`src/hdl/dqr_pkg.sv`:
```
package dqr_pkg;

    localparam int DEPTH       = 64;
    localparam int VALUE_WIDTH = 32;

    localparam int PTR_W = (DEPTH > 1) ? $clog2(DEPTH) : 1;
    localparam int CNT_W = $clog2(DEPTH + 1);
    localparam int SUM_W = PTR_W + 2;

    localparam int CMD_W  = 3;
    localparam int DATA_W = 32;
    localparam int POS_W  = 7;
    localparam int STAT_W = 2;
    localparam int FILL_W = 7;

    // command queue between front and back
    localparam int QDEPTH = 2;
    localparam int QPTR_W = $clog2(QDEPTH);
    localparam int QCNT_W = $clog2(QDEPTH + 1);

    typedef logic [PTR_W-1:0]       ptr_t;
    typedef logic [CNT_W-1:0]       cnt_t;
    typedef logic [VALUE_WIDTH-1:0] word_t;

    localparam logic [CMD_W-1:0] CMD_PUSH_FRONT = 3'd0;
    localparam logic [CMD_W-1:0] CMD_PUSH_BACK  = 3'd1;
    localparam logic [CMD_W-1:0] CMD_ROT_LEFT   = 3'd2;
    localparam logic [CMD_W-1:0] CMD_ROT_RIGHT  = 3'd3;
    localparam logic [CMD_W-1:0] CMD_DELETE     = 3'd4;
    localparam logic [CMD_W-1:0] CMD_READ       = 3'd5;

    localparam logic [STAT_W-1:0] ST_DONE  = 2'd0;
    localparam logic [STAT_W-1:0] ST_FULL  = 2'd1;
    localparam logic [STAT_W-1:0] ST_RANGE = 2'd2;

    typedef enum logic [2:0] {
        OP_PUSH_FRONT,
        OP_PUSH_BACK,
        OP_ROT_LEFT,
        OP_ROT_RIGHT,
        OP_DELETE,
        OP_READ,
        OP_NONE
    } op_t;

    typedef enum logic [1:0] {
        BK_IDLE,
        BK_READ,
        BK_ROTATE,
        BK_SHIFT
    } back_state_t;

    typedef struct packed {
        op_t              op;
        word_t            value;
        logic [POS_W-1:0] position;
    } cmd_entry_t;

    function automatic op_t decode_op(logic [CMD_W-1:0] cmd);
        op_t op;
        case (cmd)
            CMD_PUSH_FRONT: op = OP_PUSH_FRONT;
            CMD_PUSH_BACK:  op = OP_PUSH_BACK;
            CMD_ROT_LEFT:   op = OP_ROT_LEFT;
            CMD_ROT_RIGHT:  op = OP_ROT_RIGHT;
            CMD_DELETE:     op = OP_DELETE;
            CMD_READ:       op = OP_READ;
            default:        op = OP_NONE;
        endcase
        return op;
    endfunction

    // sign-extend the 32-bit field, keep the low store bits
    function automatic word_t to_store(logic signed [DATA_W-1:0] v);
        logic signed [63:0] wide;
        wide = 64'(v);
        return wide[VALUE_WIDTH-1:0];
    endfunction

    // sign-extend a stored word, cut to the 32-bit field
    function automatic logic [DATA_W-1:0] from_store(word_t s);
        logic signed [63:0] wide;
        wide = 64'(signed'(s));
        return wide[DATA_W-1:0];
    endfunction

    // ring index base + off, off never above DEPTH
    function automatic ptr_t wrap_add(ptr_t base, cnt_t off);
        logic [SUM_W-1:0] s;
        s = SUM_W'(base) + SUM_W'(off);
        if (s >= SUM_W'(DEPTH))
        begin
            s = s - SUM_W'(DEPTH);
        end
        return s[PTR_W-1:0];
    endfunction

    function automatic ptr_t ptr_dec(ptr_t p);
        ptr_t r;
        if (p == '0)
        begin
            r = PTR_W'(DEPTH - 1);
        end
        else
        begin
            r = p - 1'b1;
        end
        return r;
    endfunction

endpackage

```
`src/hdl/dqr_ram.sv`:
```
module dqr_ram #(
    parameter int WIDTH = 32,
    parameter int DEPTH = 64
) (
    input  logic                                      clk,
    input  logic                                      we,
    input  logic [((DEPTH > 1) ? $clog2(DEPTH) : 1)-1:0] waddr,
    input  logic [WIDTH-1:0]                          wdata,
    input  logic                                      re,
    input  logic [((DEPTH > 1) ? $clog2(DEPTH) : 1)-1:0] raddr,
    output logic [WIDTH-1:0]                          rdata
);

    logic [WIDTH-1:0] mem [DEPTH];
    logic [WIDTH-1:0] rdata_reg;

    always_ff @(posedge clk)
    begin
        if (we)
        begin
            mem[waddr] <= wdata;
        end
        if (re)
        begin
            rdata_reg <= mem[raddr];
        end
    end

    assign rdata = rdata_reg;

endmodule

```
`src/hdl/dqr_front.sv`:
```
module dqr_front (
    input  logic                                   clk,
    input  logic                                   rst_n,
    input  logic                                   push,
    output logic                                   full,
    input  logic [dqr_pkg::CMD_W-1:0]              cmd,
    input  logic signed [dqr_pkg::DATA_W-1:0]      value,
    input  logic [dqr_pkg::POS_W-1:0]              position,
    output logic                                   cq_valid,
    output dqr_pkg::cmd_entry_t                    cq_entry,
    input  logic                                   cq_take
);

    import dqr_pkg::*;

    cmd_entry_t          q_reg [QDEPTH];
    logic [QPTR_W-1:0]   wr_ptr_reg, wr_ptr_next;
    logic [QPTR_W-1:0]   rd_ptr_reg, rd_ptr_next;
    logic [QCNT_W-1:0]   cnt_reg, cnt_next;
    logic                wr_en;
    logic                rd_en;
    cmd_entry_t          new_entry;

    // classify the incoming transaction
    always_comb
    begin
        new_entry.op       = decode_op(cmd);
        new_entry.value    = to_store(value);
        new_entry.position = position;
    end

    assign full     = (cnt_reg == QCNT_W'(QDEPTH));
    assign wr_en    = push && !full;
    assign cq_valid = (cnt_reg != '0);
    assign rd_en    = cq_take && cq_valid;
    assign cq_entry = q_reg[rd_ptr_reg];

    always_comb
    begin
        wr_ptr_next = wr_ptr_reg;
        rd_ptr_next = rd_ptr_reg;
        cnt_next    = cnt_reg;
        if (wr_en)
        begin
            wr_ptr_next = (wr_ptr_reg == QPTR_W'(QDEPTH - 1)) ? '0 : wr_ptr_reg + 1'b1;
        end
        if (rd_en)
        begin
            rd_ptr_next = (rd_ptr_reg == QPTR_W'(QDEPTH - 1)) ? '0 : rd_ptr_reg + 1'b1;
        end
        case ({wr_en, rd_en})
            2'b10:   cnt_next = cnt_reg + 1'b1;
            2'b01:   cnt_next = cnt_reg - 1'b1;
            default: cnt_next = cnt_reg;
        endcase
    end

    always_ff @(posedge clk or negedge rst_n)
    begin
        if (!rst_n)
        begin
            wr_ptr_reg <= '0;
            rd_ptr_reg <= '0;
            cnt_reg    <= '0;
        end
        else
        begin
            wr_ptr_reg <= wr_ptr_next;
            rd_ptr_reg <= rd_ptr_next;
            cnt_reg    <= cnt_next;
        end
    end

    always_ff @(posedge clk)
    begin
        if (wr_en)
        begin
            q_reg[wr_ptr_reg] <= new_entry;
        end
    end

endmodule

```
`src/hdl/dqr_back.sv`:
```
module dqr_back (
    input  logic                                   clk,
    input  logic                                   rst_n,
    input  logic                                   cq_valid,
    input  dqr_pkg::cmd_entry_t                    cq_entry,
    output logic                                   cq_take,
    output logic                                   ram_we,
    output dqr_pkg::ptr_t                          ram_waddr,
    output dqr_pkg::word_t                         ram_wdata,
    output logic                                   ram_re,
    output dqr_pkg::ptr_t                          ram_raddr,
    input  dqr_pkg::word_t                         ram_rdata,
    output logic                                   res_valid,
    input  logic                                   res_pop,
    output logic [dqr_pkg::STAT_W-1:0]             res_status,
    output logic [dqr_pkg::DATA_W-1:0]             res_data,
    output logic [dqr_pkg::FILL_W-1:0]             res_count
);

    import dqr_pkg::*;

    back_state_t         state_reg, state_next;
    ptr_t                fp_reg, fp_next;
    cnt_t                count_reg, count_next;
    cnt_t                idx_reg, idx_next;
    ptr_t                wa_reg, wa_next;
    logic                res_valid_reg, res_valid_next;
    logic [STAT_W-1:0]   res_status_reg, res_status_next;
    logic [DATA_W-1:0]   res_data_reg, res_data_next;
    logic [FILL_W-1:0]   res_count_reg, res_count_next;
    logic                res_free;
    logic                res_load;
    logic                pos_ok;
    cnt_t                pos_idx;

    assign res_free = !res_valid_reg || res_pop;
    assign pos_ok   = (cq_entry.position != '0) &&
                      (cq_entry.position <= POS_W'(count_reg));
    assign pos_idx  = CNT_W'(cq_entry.position - 1'b1);

    always_comb
    begin
        state_next      = state_reg;
        fp_next         = fp_reg;
        count_next      = count_reg;
        idx_next        = idx_reg;
        wa_next         = wa_reg;
        cq_take         = 1'b0;
        ram_we          = 1'b0;
        ram_waddr       = wa_reg;
        ram_wdata       = ram_rdata;
        ram_re          = 1'b0;
        ram_raddr       = fp_reg;
        res_load        = 1'b0;
        res_status_next = ST_DONE;
        res_data_next   = '0;

        case (state_reg)
            BK_IDLE:
            begin
                if (cq_valid && res_free)
                begin
                    cq_take = 1'b1;
                    case (cq_entry.op)
                        OP_PUSH_FRONT, OP_PUSH_BACK:
                        begin
                            res_load = 1'b1;
                            if (count_reg == CNT_W'(DEPTH))
                            begin
                                res_status_next = ST_FULL;
                            end
                            else
                            begin
                                ram_we     = 1'b1;
                                ram_wdata  = cq_entry.value;
                                count_next = count_reg + 1'b1;
                                if (cq_entry.op == OP_PUSH_FRONT)
                                begin
                                    ram_waddr = ptr_dec(fp_reg);
                                    fp_next   = ptr_dec(fp_reg);
                                end
                                else
                                begin
                                    ram_waddr = wrap_add(fp_reg, count_reg);
                                end
                            end
                        end
                        OP_ROT_LEFT:
                        begin
                            if (count_reg == '0)
                            begin
                                res_load = 1'b1;
                            end
                            else
                            begin
                                // front element goes behind the back one
                                ram_re     = 1'b1;
                                ram_raddr  = fp_reg;
                                wa_next    = wrap_add(fp_reg, count_reg);
                                fp_next    = wrap_add(fp_reg, CNT_W'(1));
                                state_next = BK_ROTATE;
                            end
                        end
                        OP_ROT_RIGHT:
                        begin
                            if (count_reg == '0)
                            begin
                                res_load = 1'b1;
                            end
                            else
                            begin
                                ram_re     = 1'b1;
                                ram_raddr  = wrap_add(fp_reg, count_reg - 1'b1);
                                wa_next    = ptr_dec(fp_reg);
                                fp_next    = ptr_dec(fp_reg);
                                state_next = BK_ROTATE;
                            end
                        end
                        OP_DELETE:
                        begin
                            if (!pos_ok)
                            begin
                                res_load        = 1'b1;
                                res_status_next = ST_RANGE;
                            end
                            else if (pos_idx + 1'b1 < count_reg)
                            begin
                                ram_re     = 1'b1;
                                ram_raddr  = wrap_add(fp_reg, pos_idx + 1'b1);
                                idx_next   = pos_idx;
                                state_next = BK_SHIFT;
                            end
                            else
                            begin
                                // last element: nothing to close up
                                count_next = count_reg - 1'b1;
                                res_load   = 1'b1;
                            end
                        end
                        OP_READ:
                        begin
                            if (!pos_ok)
                            begin
                                res_load        = 1'b1;
                                res_status_next = ST_RANGE;
                            end
                            else
                            begin
                                ram_re     = 1'b1;
                                ram_raddr  = wrap_add(fp_reg, pos_idx);
                                state_next = BK_READ;
                            end
                        end
                        default:
                        begin
                            res_load = 1'b1;
                        end
                    endcase
                end
            end
            BK_READ:
            begin
                res_load      = 1'b1;
                res_data_next = from_store(ram_rdata);
                state_next    = BK_IDLE;
            end
            BK_ROTATE:
            begin
                ram_we     = 1'b1;
                ram_waddr  = wa_reg;
                res_load   = 1'b1;
                state_next = BK_IDLE;
            end
            BK_SHIFT:
            begin
                // move element idx+1 down to idx, fetch the next one
                ram_we    = 1'b1;
                ram_waddr = wrap_add(fp_reg, idx_reg);
                idx_next  = idx_reg + 1'b1;
                if (idx_reg + CNT_W'(2) < count_reg)
                begin
                    ram_re    = 1'b1;
                    ram_raddr = wrap_add(fp_reg, idx_reg + CNT_W'(2));
                end
                else
                begin
                    count_next = count_reg - 1'b1;
                    res_load   = 1'b1;
                    state_next = BK_IDLE;
                end
            end
            default:
            begin
                state_next = BK_IDLE;
            end
        endcase

        res_count_next = FILL_W'(count_next);
        if (res_load)
        begin
            res_valid_next = 1'b1;
        end
        else if (res_pop)
        begin
            res_valid_next = 1'b0;
        end
        else
        begin
            res_valid_next = res_valid_reg;
        end
    end

    always_ff @(posedge clk or negedge rst_n)
    begin
        if (!rst_n)
        begin
            state_reg     <= BK_IDLE;
            fp_reg        <= '0;
            count_reg     <= '0;
            res_valid_reg <= 1'b0;
        end
        else
        begin
            state_reg     <= state_next;
            fp_reg        <= fp_next;
            count_reg     <= count_next;
            res_valid_reg <= res_valid_next;
        end
    end

    always_ff @(posedge clk)
    begin
        idx_reg <= idx_next;
        wa_reg  <= wa_next;
        if (res_load)
        begin
            res_status_reg <= res_status_next;
            res_data_reg   <= res_data_next;
            res_count_reg  <= res_count_next;
        end
    end

    assign res_valid  = res_valid_reg;
    assign res_status = res_status_reg;
    assign res_data   = res_data_reg;
    assign res_count  = res_count_reg;

    a_count_bound: assert property (@(posedge clk) disable iff (!rst_n)
        count_reg <= CNT_W'(DEPTH))
        else $error("element count above depth");

    a_ptr_bound: assert property (@(posedge clk) disable iff (!rst_n)
        fp_reg < PTR_W'(DEPTH - 1) || fp_reg == PTR_W'(DEPTH - 1))
        else $error("front pointer outside the ring");

    a_busy_no_result: assert property (@(posedge clk) disable iff (!rst_n)
        state_reg != BK_IDLE |-> !res_valid_reg)
        else $error("command in flight while a result waits");

    a_result_held: assert property (@(posedge clk) disable iff (!rst_n)
        res_valid_reg && !res_pop |=> res_valid_reg && $stable(res_count_reg)
            && $stable(res_status_reg))
        else $error("waiting result changed before pop");

endmodule

```
`src/hdl/deque_with_rotation.sv`:
```
// channel   | handshake        | fields
// ----------+------------------+-----------------------------------------
// command   | push / full      | cmd[2:0], value[31:0] signed, position[6:0]
// result    | pop / empty      | status[1:0], data[31:0] signed, fill_count[6:0]
//
// commands pass through the command queue, then the back end: push writes the store
// directly, rotate and read read the store first, delete closes up the gap, one element
// moved per cycle through the single write port of the ring store
// reset: rst_n asynchronous, clears pointers, counts and valid flags; store
// contents stay undefined until written, no clearing pass
// stalls: two-entry command queue in front, one result register at the back
module deque_with_rotation (
    input  logic                                   clk,
    input  logic                                   rst_n,
    input  logic                                   push,
    output logic                                   full,
    input  logic [dqr_pkg::CMD_W-1:0]              cmd,
    input  logic signed [dqr_pkg::DATA_W-1:0]      value,
    input  logic [dqr_pkg::POS_W-1:0]              position,
    output logic                                   empty,
    input  logic                                   pop,
    output logic [dqr_pkg::STAT_W-1:0]             status,
    output logic signed [dqr_pkg::DATA_W-1:0]      data,
    output logic [dqr_pkg::FILL_W-1:0]             fill_count
);

    import dqr_pkg::*;

    // decoded command transactions from front to back
    logic         cq_valid;
    cmd_entry_t   cq_entry;
    logic         cq_take;

    // ring store port
    logic         ram_we;
    ptr_t         ram_waddr;
    word_t        ram_wdata;
    logic         ram_re;
    ptr_t         ram_raddr;
    word_t        ram_rdata;

    // result register
    logic                res_valid;
    logic                res_pop;
    logic [STAT_W-1:0]   res_status;
    logic [DATA_W-1:0]   res_data;
    logic [FILL_W-1:0]   res_count;

    // front: accept and classify commands into a short queue
    dqr_front u_front (
        .clk      (clk),
        .rst_n    (rst_n),
        .push     (push),
        .full     (full),
        .cmd      (cmd),
        .value    (value),
        .position (position),
        .cq_valid (cq_valid),
        .cq_entry (cq_entry),
        .cq_take  (cq_take)
    );

    // back: pointer and count bookkeeping, store accesses, result register
    dqr_back u_back (
        .clk        (clk),
        .rst_n      (rst_n),
        .cq_valid   (cq_valid),
        .cq_entry   (cq_entry),
        .cq_take    (cq_take),
        .ram_we     (ram_we),
        .ram_waddr  (ram_waddr),
        .ram_wdata  (ram_wdata),
        .ram_re     (ram_re),
        .ram_raddr  (ram_raddr),
        .ram_rdata  (ram_rdata),
        .res_valid  (res_valid),
        .res_pop    (res_pop),
        .res_status (res_status),
        .res_data   (res_data),
        .res_count  (res_count)
    );

    // ring store, one write and one registered read per cycle
    dqr_ram #(
        .WIDTH (VALUE_WIDTH),
        .DEPTH (DEPTH)
    ) u_ring (
        .clk   (clk),
        .we    (ram_we),
        .waddr (ram_waddr),
        .wdata (ram_wdata),
        .re    (ram_re),
        .raddr (ram_raddr),
        .rdata (ram_rdata)
    );

    // result side looks like the read end of a queue
    assign empty      = !res_valid;
    assign res_pop    = pop && res_valid;
    assign status     = res_status;
    assign data       = res_data;
    assign fill_count = res_count;

endmodule

```
`config.mk`:
```
export PLATFORM = sky130hd
export DESIGN_NAME = deque_with_rotation
export DESIGN_NICKNAME = d
export VERILOG_FILES = /design/src/hdl/dqr_pkg.sv /design/src/hdl/dqr_ram.sv /design/src/hdl/dqr_front.sv /design/src/hdl/dqr_back.sv /design/src/hdl/deque_with_rotation.sv
export SDC_FILE = /design/constraint.sdc
export NUM_CORES = 2
export LEC_CHECK = 0
export CORE_MARGIN = 4
export CORE_UTILIZATION = 24
export DETAILED_ROUTE_END_ITERATION = 12
export DONT_BUFFER_PORTS = 1
export PLACE_DENSITY_LB_ADDON = 0.3
export SLEW_MARGIN = 0
export SYNTH_ARGS = -nofsm -noshare
export SYNTH_HDL_FRONTEND = slang
export SYNTH_HIERARCHICAL = 1
export SYNTH_SLANG_ARGS = --single-unit
```
`constraint.sdc`:
```
create_clock -name clk -period 10.1 [get_ports clk]
set_input_delay 1.515 -clock clk [delete_from_list [all_inputs] [get_ports clk]]
set_output_delay 1.515 -clock clk [all_outputs]
set_load 0.01 [all_outputs]
```
==> results.md <==
* Leak pwr at 31.50 nW
* Min Hold Slack at 0.3521 ns
* Post-synthesis register bit count at 2238
* Max FO, Critical Path at 56
* Post-synth top area share at 0.7473
* Final hold vios at 0
* Post-cts resize count at 0
* Postcts setup bufs at 0
* Max stage delay cell, worst path: o21ai_0
* Synthesized area at 89120 sq um
* Root buffer cell: clkbuf_16
* CTS tree: yes
* Post-Route WL at 267000 um
* Vias per Instance at 4.692
* Clk_skew at 0.03943 ns
* Clk Latency, worst-skew pair at 0.85 ns
* Reg2Reg Setup Slack at 1.87 ns
* Crit path depth at 20
* Startpoint Class: flip-flop
* Rows at 223
* End of the critical path: u_ring/rdata[13]
* Number of remaining DRC errors at 0
* CP arrival at 8.94 ns
* Layout cells sized above 1 at 0.2342
* Number of global-route vias before repair at 45540
* Syn_nets at 4496
* Max incr delay on CP at 1.06 ns
* Hold_buf cts at 0
* R2R cell count at 20
* Critical Path, Cell by Cell: buf_4, mux2_2, nor3b_1, xor2_1, o21ai_0, xor2_1, ha_1, and3_1, a221oi_1, nand2_1, or4_4, a31oi_4, o21ai_2, a221o_4, buf_4, nand2b_2, buf_4, o221ai_1, o21ai_0, and3_1
* Worst vdd ir at 0.3475 mV
* Final Max Slew Viols at 0
* Post-synth top cells: edfxtp_1 (2218), mux4_2 (446), mux2i_1 (193), nor2_1 (134), a22oi_1 (132)
* Max cap viols at 0
* Largest net degree at the start of global routing at 105
* Synthesized instance count at 4378
* CTS max path bufs at 3
* Actual slew at the worst max-slew pin at 1.335 ns
* Most frequent CP cell: buf_4
* Wire length on met3 at 17810 um
* Critical Path Sink Type: flip-flop
* Routed wire length on met2 at 128900 um
* Top layer in use: met5
* Reg-to-Reg Start: u_front/rd_ptr_reg
* Hpwl dp at 155400 um
* Pwr/cell area at 350.1 nW/um^2
* Congestion Overflow GR at 0
* CTS buffer count at 225
* Die width at 617.4 um
* Ports at 89
* Final antenna-violating net count at 0
* Slew headroom at 0.1009
* Ys async rst share at 0.008937
* Worst Hold Class: input port to async pin
* Core Box Area at 369400 sq um
* Largest register FFs at 2048
* 1st-iter DRT viols at 5479
* Post-synth top area cell: edfxtp_1
* RePlAce Congestion at 0.8320
* WL met1 at 114200 um
* Unrepaired setup endpoints after global routing: no
* Port buffer count at 0
* Vias at 45440
* P&R area growth vs syn at 15.66%
* Seq/Total Area, Yosys at 0.7530
* Clock-pin slew on the worst setup and hold paths at 0.06 ns
* Maximum clock frequency at 121.5 MHz
* Sink Count at 2238
* Final min period at 8.234 ns
* CP required at 10.80 ns
* Worst setup path start: u_front/rd_ptr_reg
* Total Routing Usage GR at 0.1358
* Initial Utilization at 0.2412
* YS warnings at 6
* Initial antenna violation count at 27
* Outcome: finished clean
* Delay-heaviest family, CP: compound AO/OA/AOI/OAI gates
* Drt wl/cell at 27.57 um
* Synth top area cells: edfxtp_1 (75%), mux4_2 (11%), mux2i_1 (2.2%)
* Top-count cell post-synth: edfxtp_1
* Pwr Total at 36.09 mW
* Post-synth EDFFs at 2218
* First-pass GRT wire length at 370200 um
* Crit Path Category: flip-flop to flip-flop
* Syn Area/Cell at 20.36 sq um
* Ys flop type: edfxtp_1
* Final setup vio count at 0
* Yosys cell types at 84
* Fin crit share at 0.8152
* Worst Path Buf+Inv at 3
* Nets at 4645
* Total Neg Setup Slack at 0 ns
* H-Tree Level Count at 4
* Die Span Y at 617.4 um
* Die ar. at 381100 sq um
* R2R Path End: u_ring/rdata[13]
* First drt pass iteration count at 6
==> kinds of logic after synthesis <==
logic type,after synthesis,share of synthesized area
flip-flops,2238,0.7530
AND/OR/NAND/NOR,456,0.02512
XOR/XNOR,59,0.005798
adder cells (fa/ha/maj),72,0.01061
multiplexers,715,0.1440
buffers and inverters,289,0.01864
AO/OA/AOI/OAI,549,0.04288
==> per-stage QoR <==
stage          setup WS (ns)    util  instances  instance area [sq um]
6_report               1.866  0.2790       9684                 103100
5_1_grt                1.468  0.2789       9672                 103000
4_1_cts                1.855  0.2789       9671                 103000
3_5_place_dp           1.881  0.2593       9249                  95800
3_3_place_gp           1.275  0.2592       9246                  95760
2_1_floorplan          4.222       -       4378                  89120
==> area by class of cell <==
class | instances | area (sq um)
Timing Repair Buffer | 164 | 1348
Fill cell | 36560 | 266300
Clock buffer | 282 | 5929
Clock inverter | 140 | 1311
Sequential cell | 2238 | 67110
Inverter | 47 | 176.4
Multi-Input combinational cell | 1851 | 20980
Antenna cell | 12 | 30.03
Tap cell | 4950 | 6193
==> metal layers <==
layer,global-route usage,vias to the layer above
met2,0.2250,1791
met5,0,-
met1,0.1874,24750
met4,0.03105,2
li1,-,18540
met3,0.02081,353
==> power breakdown <==
part / switching (mW) / leakage, nW / total [mW] / internal, mW
logic: 10.2 / 7.72 / 15.8 / 5.52
registers: 0.326 / 20.3 / 12.1 / 11.7
clock network: 3.58 / 3.53 / 8.27 / 4.69
==> worst register-to-register path: cells and delay by family, from the launching register on <==
kind                     cells  cell delay (ns)
AO/OA/AOI/OAI                7             2.75
AND/OR/NAND/NOR              6             2.18
buffers and inverters        3             1.31
XOR/XNOR                     2             0.60
multiplexers                 1             0.49
flip-flops                   1             0.48
adder cells (fa/ha/maj)      1             0.30
==> worst min path at each step <==
stage | start | to | cells past startpoint
6_report | rst_n | u_back/res_valid | 0
5_1_grt | rst_n | u_back/res_valid | 0
4_1_cts | rst_n | u_back/res_valid | 0
3_5_place_dp | u_front/cnt_reg[1] | u_front/cnt_reg[1] | 1
3_3_place_gp | u_front/cnt_reg[1] | u_front/cnt_reg[1] | 1
2_1_floorplan | u_front/cnt_reg[1] | u_front/cnt_reg[1] | 1
==> cell usage in the layout, fill, tap and decap left out, types with 18 or more instances in the layout <==
| cell type | count |
|---|---|
| dfrtp_1 | 19 |
| a21oi_1 | 82 |
| nor2b_1 | 18 |
| nand3_1 | 70 |
| o221ai_1 | 20 |
| o211ai_1 | 20 |
| mux4_2 | 446 |
| nor2_1 | 65 |
| o22ai_1 | 48 |
| inv_1 | 47 |
| edfxtp_1 | 2218 |
| clkbuf_16 | 229 |
| and2_1 | 39 |
| mux2i_1 | 193 |
| a211oi_1 | 27 |
| xnor2_1 | 34 |
| nor3_1 | 24 |
| clkinv_1 | 53 |
| a31oi_1 | 26 |
| o21ai_0 | 69 |
| nor2_4 | 67 |
| nand2_1 | 86 |
| clkbuf_1 | 53 |
| a22oi_1 | 132 |
| ha_1 | 66 |
| buf_4 | 153 |
| bufinv_16 | 21 |
| mux2_2 | 71 |
| clkinv_2 | 45 |
| xor2_1 | 25 |
Note: power is estimated with default switching activity, not from simulation.
